[src/rtl/core/assert_macros.svh]
// Assertion macros shared by the slot allocator RTL.
// No dependencies; the including module must provide clk and rst_n.
`ifndef ASSERT_MACROS_SVH
`define ASSERT_MACROS_SVH

// Same-cycle implication, disabled while reset is asserted.
`define NFSA_ASSERT_IMP(label, ante, cons, msg) \
    label: assert property (@(posedge clk) disable iff (!rst_n) (ante) |-> (cons)) \
        else $error(msg);

// Next-cycle implication, disabled while reset is asserted.
`define NFSA_ASSERT_NXT(label, ante, cons, msg) \
    label: assert property (@(posedge clk) disable iff (!rst_n) (ante) |=> (cons)) \
        else $error(msg);

`endif

[src/rtl/core/nfsa_pkg.sv]
// Package for the next-fit slot allocator: sizes, codes and transaction types.
// Used by nfsa_cell and next_fit_slot_allocator; depends on nothing.
package nfsa_pkg;

    localparam int DEFAULT_SLOTS = 128;
    localparam int CELL_SLOTS    = 16;
    localparam int CELL_W        = $clog2(CELL_SLOTS);

    localparam int KIND_W      = 2;
    localparam int INDEX_W     = 7;
    localparam int RANGE_END_W = 8;
    localparam int SLOT_OUT_W  = 7;

    typedef enum logic [KIND_W-1:0] {
        KIND_ALLOC     = 2'd0,
        KIND_COPY      = 2'd1,
        KIND_DEL_ONE   = 2'd2,
        KIND_DEL_RANGE = 2'd3
    } nfsa_kind_t;

    // Operation carried by the token that walks the cell chain.
    typedef enum logic [1:0] {
        OP_NONE   = 2'd0,
        OP_SEARCH = 2'd1,
        OP_CLEAR  = 2'd2
    } nfsa_op_t;

    typedef struct packed {
        logic                   active;
        nfsa_op_t               op;
        logic                   src;
        logic                   found;
    } nfsa_tok_t;

    typedef struct packed {
        logic [KIND_W-1:0]      kind;
        logic [INDEX_W-1:0]     index;
        logic [RANGE_END_W-1:0] range_end;
    } nfsa_req_t;

    typedef struct packed {
        logic                   ok;
        logic [SLOT_OUT_W-1:0]  slot;
    } nfsa_rsp_t;

endpackage

[src/rtl/core/next_fit_slot_allocator.sv]
// Next-fit slot allocator, top level. A request transaction allocates, copies or frees
// slots, and every request yields one response transaction with ok and the granted slot.
// Structure: the used bits sit in a chain of ceil(SLOTS/16) cells of 16 slots each, and a
// token walks the chain one cell per cycle; rsp_valid is registered once the token leaves
// the last cell. A new request is taken only once the previous request's response has
// been produced, so requests never overlap in the chain, and every kind of request,
// including deletes and refused allocations, walks the whole chain.
// Allocate searches upward from the cursor, restarting at slot 0 only when the cursor
// stands at SLOTS; free slots below the cursor are not looked at. A failed search sets
// the exhausted flag, and further allocations fail at once until a delete clears it.
// Copy grants a slot the same way, but the new slot inherits the source's used bit.
// Delete-one and delete-range free slots and move the cursor back to the first one.
// A response waiting on a stalled rsp channel does not block the next request: one
// extra response register holds a result that finishes while the output is full.
// Depends on nfsa_pkg, nfsa_cell and assert_macros.svh.
`include "assert_macros.svh"

module next_fit_slot_allocator
    import nfsa_pkg::*;
#(
    parameter int SLOTS = DEFAULT_SLOTS
)
(
    input  logic      clk,
    input  logic      rst_n,
    input  logic      req_valid,
    output logic      req_ready,
    input  nfsa_req_t req,
    output logic      rsp_valid,
    input  logic      rsp_ready,
    output nfsa_rsp_t rsp
);

    localparam int NUM_CELLS = (SLOTS + CELL_SLOTS - 1) / CELL_SLOTS;
    localparam int POS_W     = $clog2(NUM_CELLS * CELL_SLOTS);
    localparam int CUR_W     = $clog2(SLOTS + 1);

    // Token wires between neighboring cells; entry 0 is launched from here.
    nfsa_tok_t        tok_chain [NUM_CELLS+1];
    logic [CUR_W-1:0] lo_chain  [NUM_CELLS+1];
    logic [CUR_W-1:0] hi_chain  [NUM_CELLS+1];
    logic [POS_W-1:0] hit_chain [NUM_CELLS+1];
    logic [NUM_CELLS*CELL_SLOTS-1:0] used_flat;

    logic             busy_reg, busy_next;
    logic [CUR_W-1:0] cursor_reg, cursor_next;
    logic             exhausted_reg, exhausted_next;
    logic             rsp_valid_reg, rsp_valid_next;
    logic             pend_valid_reg, pend_valid_next;
    nfsa_rsp_t        rsp_reg, rsp_next;
    nfsa_rsp_t        pend_reg, pend_next;

    logic             accept;
    logic             idx_ok;
    logic             end_ok;
    logic             src_bit;
    nfsa_tok_t        tok_exit;
    nfsa_rsp_t        res;

    assign req_ready = !busy_reg && !pend_valid_reg;
    assign accept    = req_valid && req_ready;
    assign idx_ok    = int'(req.index) < SLOTS;
    assign end_ok    = int'(req.range_end) < SLOTS;
    assign src_bit   = idx_ok ? used_flat[POS_W'(req.index)] : 1'b0;

    // Build the token for the accepted request. Deletes become a clear of [lo, hi);
    // a search starts at lo and runs to the top of the slot range.
    always_comb
    begin
        tok_chain[0]        = '0;
        tok_chain[0].active = accept;
        tok_chain[0].op     = OP_NONE;
        lo_chain[0]         = '0;
        hi_chain[0]         = CUR_W'(SLOTS);
        hit_chain[0]        = '0;
        case (nfsa_kind_t'(req.kind))
            KIND_ALLOC, KIND_COPY:
            begin
                tok_chain[0].op  = exhausted_reg ? OP_NONE : OP_SEARCH;
                tok_chain[0].src = (nfsa_kind_t'(req.kind) == KIND_ALLOC) ? 1'b1 : src_bit;
                lo_chain[0]      = (int'(cursor_reg) >= SLOTS) ? '0 : cursor_reg;
            end
            KIND_DEL_ONE:
            begin
                tok_chain[0].op = OP_CLEAR;
                lo_chain[0]     = idx_ok ? CUR_W'(req.index) : CUR_W'(SLOTS);
                hi_chain[0]     = idx_ok ? CUR_W'(req.index) + CUR_W'(1) : CUR_W'(SLOTS);
            end
            KIND_DEL_RANGE:
            begin
                tok_chain[0].op = OP_CLEAR;
                lo_chain[0]     = idx_ok ? CUR_W'(req.index) : CUR_W'(SLOTS);
                hi_chain[0]     = end_ok ? CUR_W'(req.range_end) : CUR_W'(SLOTS);
            end
            default:
            begin
            end
        endcase
    end

    for (genvar g = 0; g < NUM_CELLS; g++)
    begin : g_cell
        nfsa_cell #(
            .SLOTS   (SLOTS),
            .CELL_ID (g),
            .CUR_W   (CUR_W),
            .POS_W   (POS_W)
        ) u_cell (
            .clk     (clk),
            .rst_n   (rst_n),
            .tok_in  (tok_chain[g]),
            .lo_in   (lo_chain[g]),
            .hi_in   (hi_chain[g]),
            .hit_in  (hit_chain[g]),
            .tok_out (tok_chain[g+1]),
            .lo_out  (lo_chain[g+1]),
            .hi_out  (hi_chain[g+1]),
            .hit_out (hit_chain[g+1]),
            .used    (used_flat[g*CELL_SLOTS +: CELL_SLOTS])
        );
    end

    assign tok_exit = tok_chain[NUM_CELLS];

    // Result and cursor update once the token leaves the last cell.
    always_comb
    begin
        res            = '0;
        cursor_next    = cursor_reg;
        exhausted_next = exhausted_reg;
        if (tok_exit.active)
        begin
            case (tok_exit.op)
                OP_SEARCH:
                begin
                    if (tok_exit.found)
                    begin
                        res.ok      = 1'b1;
                        res.slot    = SLOT_OUT_W'(hit_chain[NUM_CELLS]);
                        cursor_next = CUR_W'(hit_chain[NUM_CELLS]) + CUR_W'(1);
                    end
                    else
                    begin
                        cursor_next    = CUR_W'(SLOTS);
                        exhausted_next = 1'b1;
                    end
                end
                OP_CLEAR:
                begin
                    res.ok         = 1'b1;
                    cursor_next    = lo_chain[NUM_CELLS];
                    exhausted_next = 1'b0;
                end
                default:
                begin
                end
            endcase
        end
    end

    // Response register with one overflow entry.
    always_comb
    begin
        rsp_valid_next  = rsp_valid_reg;
        pend_valid_next = pend_valid_reg;
        rsp_next        = rsp_reg;
        pend_next       = pend_reg;
        busy_next       = busy_reg;
        if (rsp_valid_reg && rsp_ready)
        begin
            if (pend_valid_reg)
            begin
                rsp_next        = pend_reg;
                pend_valid_next = 1'b0;
            end
            else
            begin
                rsp_valid_next = 1'b0;
            end
        end
        if (tok_exit.active)
        begin
            busy_next = 1'b0;
            if (!rsp_valid_next)
            begin
                rsp_next       = res;
                rsp_valid_next = 1'b1;
            end
            else
            begin
                pend_next       = res;
                pend_valid_next = 1'b1;
            end
        end
        if (accept)
        begin
            busy_next = 1'b1;
        end
    end

    always_ff @(posedge clk or negedge rst_n)
    begin
        if (!rst_n)
        begin
            busy_reg       <= 1'b0;
            cursor_reg     <= '0;
            exhausted_reg  <= 1'b0;
            rsp_valid_reg  <= 1'b0;
            pend_valid_reg <= 1'b0;
        end
        else
        begin
            busy_reg       <= busy_next;
            cursor_reg     <= cursor_next;
            exhausted_reg  <= exhausted_next;
            rsp_valid_reg  <= rsp_valid_next;
            pend_valid_reg <= pend_valid_next;
        end
    end

    always_ff @(posedge clk)
    begin
        rsp_reg  <= rsp_next;
        pend_reg <= pend_next;
    end

    assign rsp_valid = rsp_valid_reg;
    assign rsp       = rsp_reg;

    `NFSA_ASSERT_IMP(a_exit_while_busy, tok_exit.active, busy_reg, "token left chain while idle")
    `NFSA_ASSERT_IMP(a_pend_behind_rsp, pend_valid_reg, rsp_valid_reg, "overflow without response")
    `NFSA_ASSERT_IMP(a_exhausted_cursor, exhausted_reg, cursor_reg == CUR_W'(SLOTS), "exhausted off top")
    `NFSA_ASSERT_NXT(a_accept_busy, accept, busy_reg, "accepted request not in flight")

endmodule

[src/rtl/core/nfsa_cell.sv]
// One cell of the allocator chain: holds CELL_SLOTS used bits and acts on the token.
// Depends on nfsa_pkg.
module nfsa_cell
    import nfsa_pkg::*;
#(
    parameter int SLOTS   = DEFAULT_SLOTS,
    parameter int CELL_ID = 0,
    parameter int CUR_W   = $clog2(SLOTS + 1),
    parameter int POS_W   = 4
)
(
    input  logic                  clk,
    input  logic                  rst_n,
    input  nfsa_tok_t             tok_in,
    input  logic [CUR_W-1:0]      lo_in,
    input  logic [CUR_W-1:0]      hi_in,
    input  logic [POS_W-1:0]      hit_in,
    output nfsa_tok_t             tok_out,
    output logic [CUR_W-1:0]      lo_out,
    output logic [CUR_W-1:0]      hi_out,
    output logic [POS_W-1:0]      hit_out,
    output logic [CELL_SLOTS-1:0] used
);

    localparam int BASE = CELL_ID * CELL_SLOTS;

    logic [CELL_SLOTS-1:0] used_reg, used_next;
    nfsa_tok_t             tok_reg, tok_next;
    logic [CUR_W-1:0]      lo_reg, hi_reg;
    logic [POS_W-1:0]      hit_reg, hit_next;
    logic                  hit_here;
    logic [CELL_W-1:0]     hit_j;

    always_comb
    begin
        used_next = used_reg;
        tok_next  = tok_in;
        hit_next  = hit_in;
        hit_here  = 1'b0;
        hit_j     = '0;
        if (tok_in.active)
        begin
            case (tok_in.op)
                OP_CLEAR:
                begin
                    for (int j = 0; j < CELL_SLOTS; j++)
                    begin
                        if ((BASE + j) >= int'(lo_in) && (BASE + j) < int'(hi_in))
                        begin
                            used_next[j] = 1'b0;
                        end
                    end
                end
                OP_SEARCH:
                begin
                    if (!tok_in.found)
                    begin
                        // Lowest free slot in this cell at or above the cursor.
                        for (int j = 0; j < CELL_SLOTS; j++)
                        begin
                            if (!hit_here && (BASE + j) < SLOTS &&
                                (BASE + j) >= int'(lo_in) && !used_reg[j])
                            begin
                                hit_here = 1'b1;
                                hit_j    = CELL_W'(j);
                            end
                        end
                        if (hit_here)
                        begin
                            used_next[hit_j] = tok_in.src;
                            tok_next.found   = 1'b1;
                            hit_next         = POS_W'(BASE) + POS_W'(hit_j);
                        end
                    end
                end
                default:
                begin
                end
            endcase
        end
    end

    always_ff @(posedge clk or negedge rst_n)
    begin
        if (!rst_n)
        begin
            used_reg <= '0;
            tok_reg  <= '0;
        end
        else
        begin
            used_reg <= used_next;
            tok_reg  <= tok_next;
        end
    end

    always_ff @(posedge clk)
    begin
        lo_reg  <= lo_in;
        hi_reg  <= hi_in;
        hit_reg <= hit_next;
    end

    assign tok_out = tok_reg;
    assign lo_out  = lo_reg;
    assign hi_out  = hi_reg;
    assign hit_out = hit_reg;
    assign used    = used_reg;

endmodule

[config.mk]
export PLATFORM = sky130hd
export DESIGN_NAME = next_fit_slot_allocator
export DESIGN_NICKNAME = d
export VERILOG_FILES = /design/src/rtl/core/nfsa_pkg.sv /design/src/rtl/core/next_fit_slot_allocator.sv /design/src/rtl/core/nfsa_cell.sv
export VERILOG_INCLUDE_DIRS = /design/src /design/src/rtl/core
export SDC_FILE = /design/constraint.sdc
export NUM_CORES = 1
export LEC_CHECK = 0
export ABC_CLOCK_PERIOD_IN_PS = 3900
export BUFFER_PORTS_ARGS = -buffer_cell sky130_fd_sc_hd__buf_4
export CAP_MARGIN = 20
export CORE_MARGIN = 2
export CORE_UTILIZATION = 55
export CTS_CLUSTER_DIAMETER = 60
export DETAILED_ROUTE_END_ITERATION = 10
export PLACE_DENSITY = 0.71
export SLEW_MARGIN = 40
export SYNTH_ARGS = -nofsm -noshare
export SYNTH_HDL_FRONTEND = slang
export SYNTH_HIERARCHICAL = 1
export SYNTH_SLANG_ARGS = --single-unit
[constraint.sdc]
create_clock -name clk -period 3.9 [get_ports clk]
set_input_delay 0.39 -clock clk [delete_from_list [all_inputs] [get_ports clk]]
set_output_delay 0.39 -clock clk [all_outputs]
set_load 0.05 [all_outputs]
After elaboration in Yosys (flattened, before gate mapping)

Index checks and enable logic that the tools add are counted.

Bits of input ports: 21
Bits in registers: 371
Output and inout bits: 10
Word-level logic and storage cells: 2,326

Add/subtract/negate cells: 9
Eq/ne operators: 165
Reduce and logical (&&, ||, !) cells: 783
Mux-type cells: 902
Magnitude comparators: 275

Operators by type and width:

| cell                                                                 | count |
|---|---|
| 1-bit two-way mux                                                    | 684 |
| 5-bit AND reduction                                                  | 112 |
| 7-bit by 8-bit >= comparator with 1-bit output, first input constant | 64 |
| 7-bit by 8-bit < comparator with 1-bit output, first input constant  | 64 |
| 1-bit logical AND                                                    | 387 |
| 4-bit two-way mux                                                    | 87 |
| 2-bit by 1-bit != test with 1-bit output, second input constant      | 136 |
| 6-bit by 8-bit >= comparator with 1-bit output, first input constant | 32 |
| 6-bit by 8-bit < comparator with 1-bit output, first input constant  | 32 |
| 16-bit one-hot mux with 2 select lines                               | 8 |
| 1-bit logical NOT                                                    | 250 |
| 16-bit two-way mux                                                   | 15 |
| 7-bit two-way mux                                                    | 29 |
| 16-bit bitwise mux                                                   | 8 |
| 5-bit by 8-bit >= comparator with 1-bit output, first input constant | 16 |
| 5-bit by 8-bit < comparator with 1-bit output, first input constant  | 16 |
| 3-bit two-way mux                                                    | 32 |
| 4-bit by 8-bit >= comparator with 1-bit output, first input constant | 8 |
| 4-bit by 8-bit < comparator with 1-bit output, first input constant  | 8 |
| 8-bit two-way mux                                                    | 8 |
| 4-bit AND reduction                                                  | 16 |
| 8-bit one-hot mux with 2 select lines                                | 3 |
| 4-bit by 5-bit < comparator with 1-bit output, second input constant | 8 |
| 1-bit demux with 4-bit select                                        | 8 |
| 28 further kinds                                                     | 103 |

Depth between registers and ports, before layout

Depth after elaboration: 119
Gate-level depth with buffers: 16
Depth with buffers taken out: 14

By module

Netlist, hierarchy kept.

By module, submodules not included:

| module                       | area each (µm²) | sequential area each (µm²) | times used | cells each |
|---|---|---|---|---|
| next_fit_slot_allocator      | 2,801.4         | 700.7                      | 1          | 321 |
| nfsa_cell (g_cell[2].u_cell) | 2,635.0         | 985.9                      | 1          | 286 |
| nfsa_cell (g_cell[1].u_cell) | 2,496.1         | 985.9                      | 1          | 285 |
| nfsa_cell (g_cell[7].u_cell) | 2,479.9         | 985.9                      | 1          | 278 |
| nfsa_cell (g_cell[5].u_cell) | 2,451.1         | 985.9                      | 1          | 273 |
| nfsa_cell (g_cell[4].u_cell) | 2,432.3         | 985.9                      | 1          | 277 |
| nfsa_cell (g_cell[6].u_cell) | 2,423.6         | 985.9                      | 1          | 267 |
| nfsa_cell (g_cell[3].u_cell) | 2,352.3         | 985.9                      | 1          | 269 |
| nfsa_cell (g_cell[0].u_cell) | 2,258.4         | 985.9                      | 1          | 252 |

Worst setup path before layout

OpenSTA, ideal clock, no wires.

Path type: input port to flip-flop
From: input port req[8] (netlist bit)
To: register g_cell[0].u_cell.used_reg[9]
Stages on the path: 16
Slack: 862 ps
Setup time: 126 ps
Data required time: 3,774 ps
Data arrival time: 2,911 ps
Cells stage by stage: buf_6 buf_8 buf_2 nand3_1 nor2_1 xor2_1 nor2_1 nor3_1 or4_1 clkbuf_1 nand2b_1 nand3_1 o21ai_0 and3_1 a41oi_1 a21oi_1

RTL lines:

| what                 | RTL line                      | text |
|---|---|---|
| start, declared      | next_fit_slot_allocator.sv:28 | `input nfsa_req_t req,` |
| end signal, assigned | nfsa_cell.sv:92               | `used_reg <= used_next;` |
| end, declared        | nfsa_cell.sv:27               | `logic [CELL_SLOTS-1:0] used_reg, used_next;` |

==> impl_metrics.py <==
metrics = {
    "setup_path": {
        "crit_fanout": 13,
        "cp.required_ns": 4.35,
        "cp-end-kind": "flop",
        "cp-start-kind": "flop",
        "r2r_setup_slack_ns": 0.62,
        "arrival_ns": 3.74,
        "reg2reg_from": "cursor_reg[7]",
        "criticalPathCategory": "flop to flop",
        "cp-startpoint": "cursor_reg[7]",
    },
    "sta": {
        "worstMarginPinSlew_ns": 0.8494,
        "layout_setup_ws_ns": 0.6159,
        "finalSetupTns_ns": 0,
        "max_freq_ghz": 0.3045,
        "layout_min_cycle_time_ns": 3.284,
        "grt_setup_unrepaired": "false",
        "finalSetupViolCount": 0,
        "min_period_over_period_pct": 84.21,
        "slew_headroom_pct": 42.94,
        "hold_viol_final": 0,
        "maxSlewViolCount": 0,
        "fin_skew_ns": 0.02567,
    },
    "final_layout": {
        "nFillCells": 3460,
        "area_growth_pct": 9.317,
        "layout-drive-gt1-share_pct": 12.37,
        "multi_input_area_mm2": 0.01266,
        "largest_reg_flops": 128,
        "register_area_mm2": 0.008404,
        "antennaDiodeCount": 0,
        "nets": 2513,
    },
    "pwr": {
        "ir_drop_uv": 478.0,
        "p_leak_nw": 9.612,
        "powerDensity_mw_per_mm2": 521.2,
        "finalPower_mw": 12.62,
    },
    "floorplanning": {
        "io_pins": 31,
        "start_util_pct": 55.74,
        "dieArea_mm2": 0.04188,
        "rows": 73,
        "chipHeight_um": 204.7,
        "fp.dieW_um": 204.7,
        "core_mm2": 0.03973,
    },
    "clock_network": {
        "h-tree-depth": 2,
        "cts_root_buf": "clkbuf_16",
        "cts_resized": 0,
        "clk_pin_slew_ns": 0.07,
        "clk_latency_ns": 0.59,
        "cts_tree": "done",
        "cts_buffers": 43,
        "cts_max_path_buffers": 3,
        "cts.sinks": 371,
    },
    "logic_synthesis": {
        "syn_inst": 2499,
        "yosys_warnings": 6,
        "syn_avg_cell_area_um2": 8.862,
        "synth_area_mm2": 0.02214,
    },
    "flow_run": {
        "max_cap_viol_count": 0,
    },
    "drt": {
        "dr.pass1.iters": 6,
        "wl_um": 76410,
        "via_per_inst": 7.054,
        "drt_drc_violations_left": 0,
        "via_count": 21500,
        "post_drt_wl_per_cell_um": 25.07,
        "ant_nets": 0,
        "drt_iter0_drc": 2900,
    },
    "run_status": {
        "status": "complete, no violations",
    },
    "grt": {
        "first_global_vias": 20450,
        "grt_pass1_wl_um": 118900,
        "grt_max_degree": 84,
        "antenna_found_initial": 0,
        "grt-ovfl-total": 0,
        "track_usage_pct": 36.22,
    },
    "placement": {
        "hpwlAfterDp_um": 55560,
        "place_ws_ns": 0.5031,
        "portBuffers": 30,
        "place.gp.congestion": 1.041,
    },
    "hold_path": {
        "min_path_type": "primary input to flop",
        "hold_start": "req[16]",
    },
}
## layout by cell type, fill, tap and decap left out, types with 36 or more instances in the layout
| cell type | n |
|---|---|
| nor2_1 | 233 |
| nand2_1 | 196 |
| dfxtp_1 | 183 |
| dfrtp_1 | 179 |
| a21oi_1 | 165 |
| o21ai_0 | 119 |
| buf_4 | 77 |
| inv_1 | 73 |
| nor3_1 | 72 |
| a31oi_1 | 69 |
| nand3_1 | 64 |
| mux2i_1 | 51 |
| clkbuf_16 | 45 |
| nor2b_1 | 44 |
| o31ai_1 | 41 |
| nand2b_1 | 39 |
| and2_1 | 39 |
| a211oi_1 | 37 |
| o211ai_1 | 36 |
## metrics by stage
| step | cell area (um^2) | utilization [%] | instances | hold WS, ns |
|---|---|---|---|---|
| 2_1_floorplan | 22190 | - | 2511 | 0.09441 |
| 3_3_place_gp | 22630 | 56.95 | 2967 | 0.3468 |
| 3_5_place_dp | 22630 | 56.96 | 2967 | 0.3537 |
| 4_1_cts | 24200 | 60.92 | 3048 | 0.06744 |
| 5_1_grt | 24210 | 60.93 | 3048 | 0.07500 |
| 6_report | 24210 | 60.93 | 3048 | 0.07950 |
## final timing paths
kind	cells past startpoint	to
setup / recovery	10	g_cell[0].u_cell/used[6]
hold / removal	1	g_cell[0].u_cell/tok_out[3]
setup reg to reg	10	g_cell[0].u_cell/used[6]
hold reg to reg	0	g_cell[3].u_cell/hi_out[5]
max in group asynchronous	3	g_cell[1].u_cell/used[7]
min in group asynchronous	2	g_cell[5].u_cell/used[8]
## layer usage
| metal | part of all wire (%) | GRT usage (%) | vias up | wire length (um) |
|---|---|---|---|---|
| met5 | 0 | 0 | - | 0 |
| met4 | 4.1 | 14.91 | 0 | 3171 |
| met3 | 9.8 | 7.366 | 260 | 7488 |
| met2 | 46 | 57.58 | 1438 | 35050 |
| met1 | 40 | 48.15 | 10260 | 30700 |
| li1 | - | - | 9545 | - |
## timing repair
item                                   in CTS  in global routing
endpoints found under the hold margin      66                  0
buffers inserted                            0                  0
hold buffers                                1                  0
## where the power goes
part	switching (mW)	leakage [nW]	internal (mW)
clock network	1.77	0.764	2.65
registers	0.833	4.04	4.29
logic	2.01	4.81	1.06
## worst max-delay path: stages, from the launching register on
cell and delay [ns]:
dfrtp_1 0.44, nand2b_1 0.18, o21ai_1 0.44, buf_4 0.30
o21ai_0 0.12, a211oi_2 0.40, o211a_1 0.24, nor2_1 0.09
o311a_1 0.55, and4b_1 0.27, a2bb2oi_1 0.12
## cell type report
type                       instances  area share [%]
clock buffer                      55           5.013
clock inverter                    25           1.447
inverter                          74           1.147
multi-input combinational       1917           52.31
sequential                       371           34.72
tap                              525           2.713
timing repair buffer              81           2.651
Power figures use the tool's default switching activity.
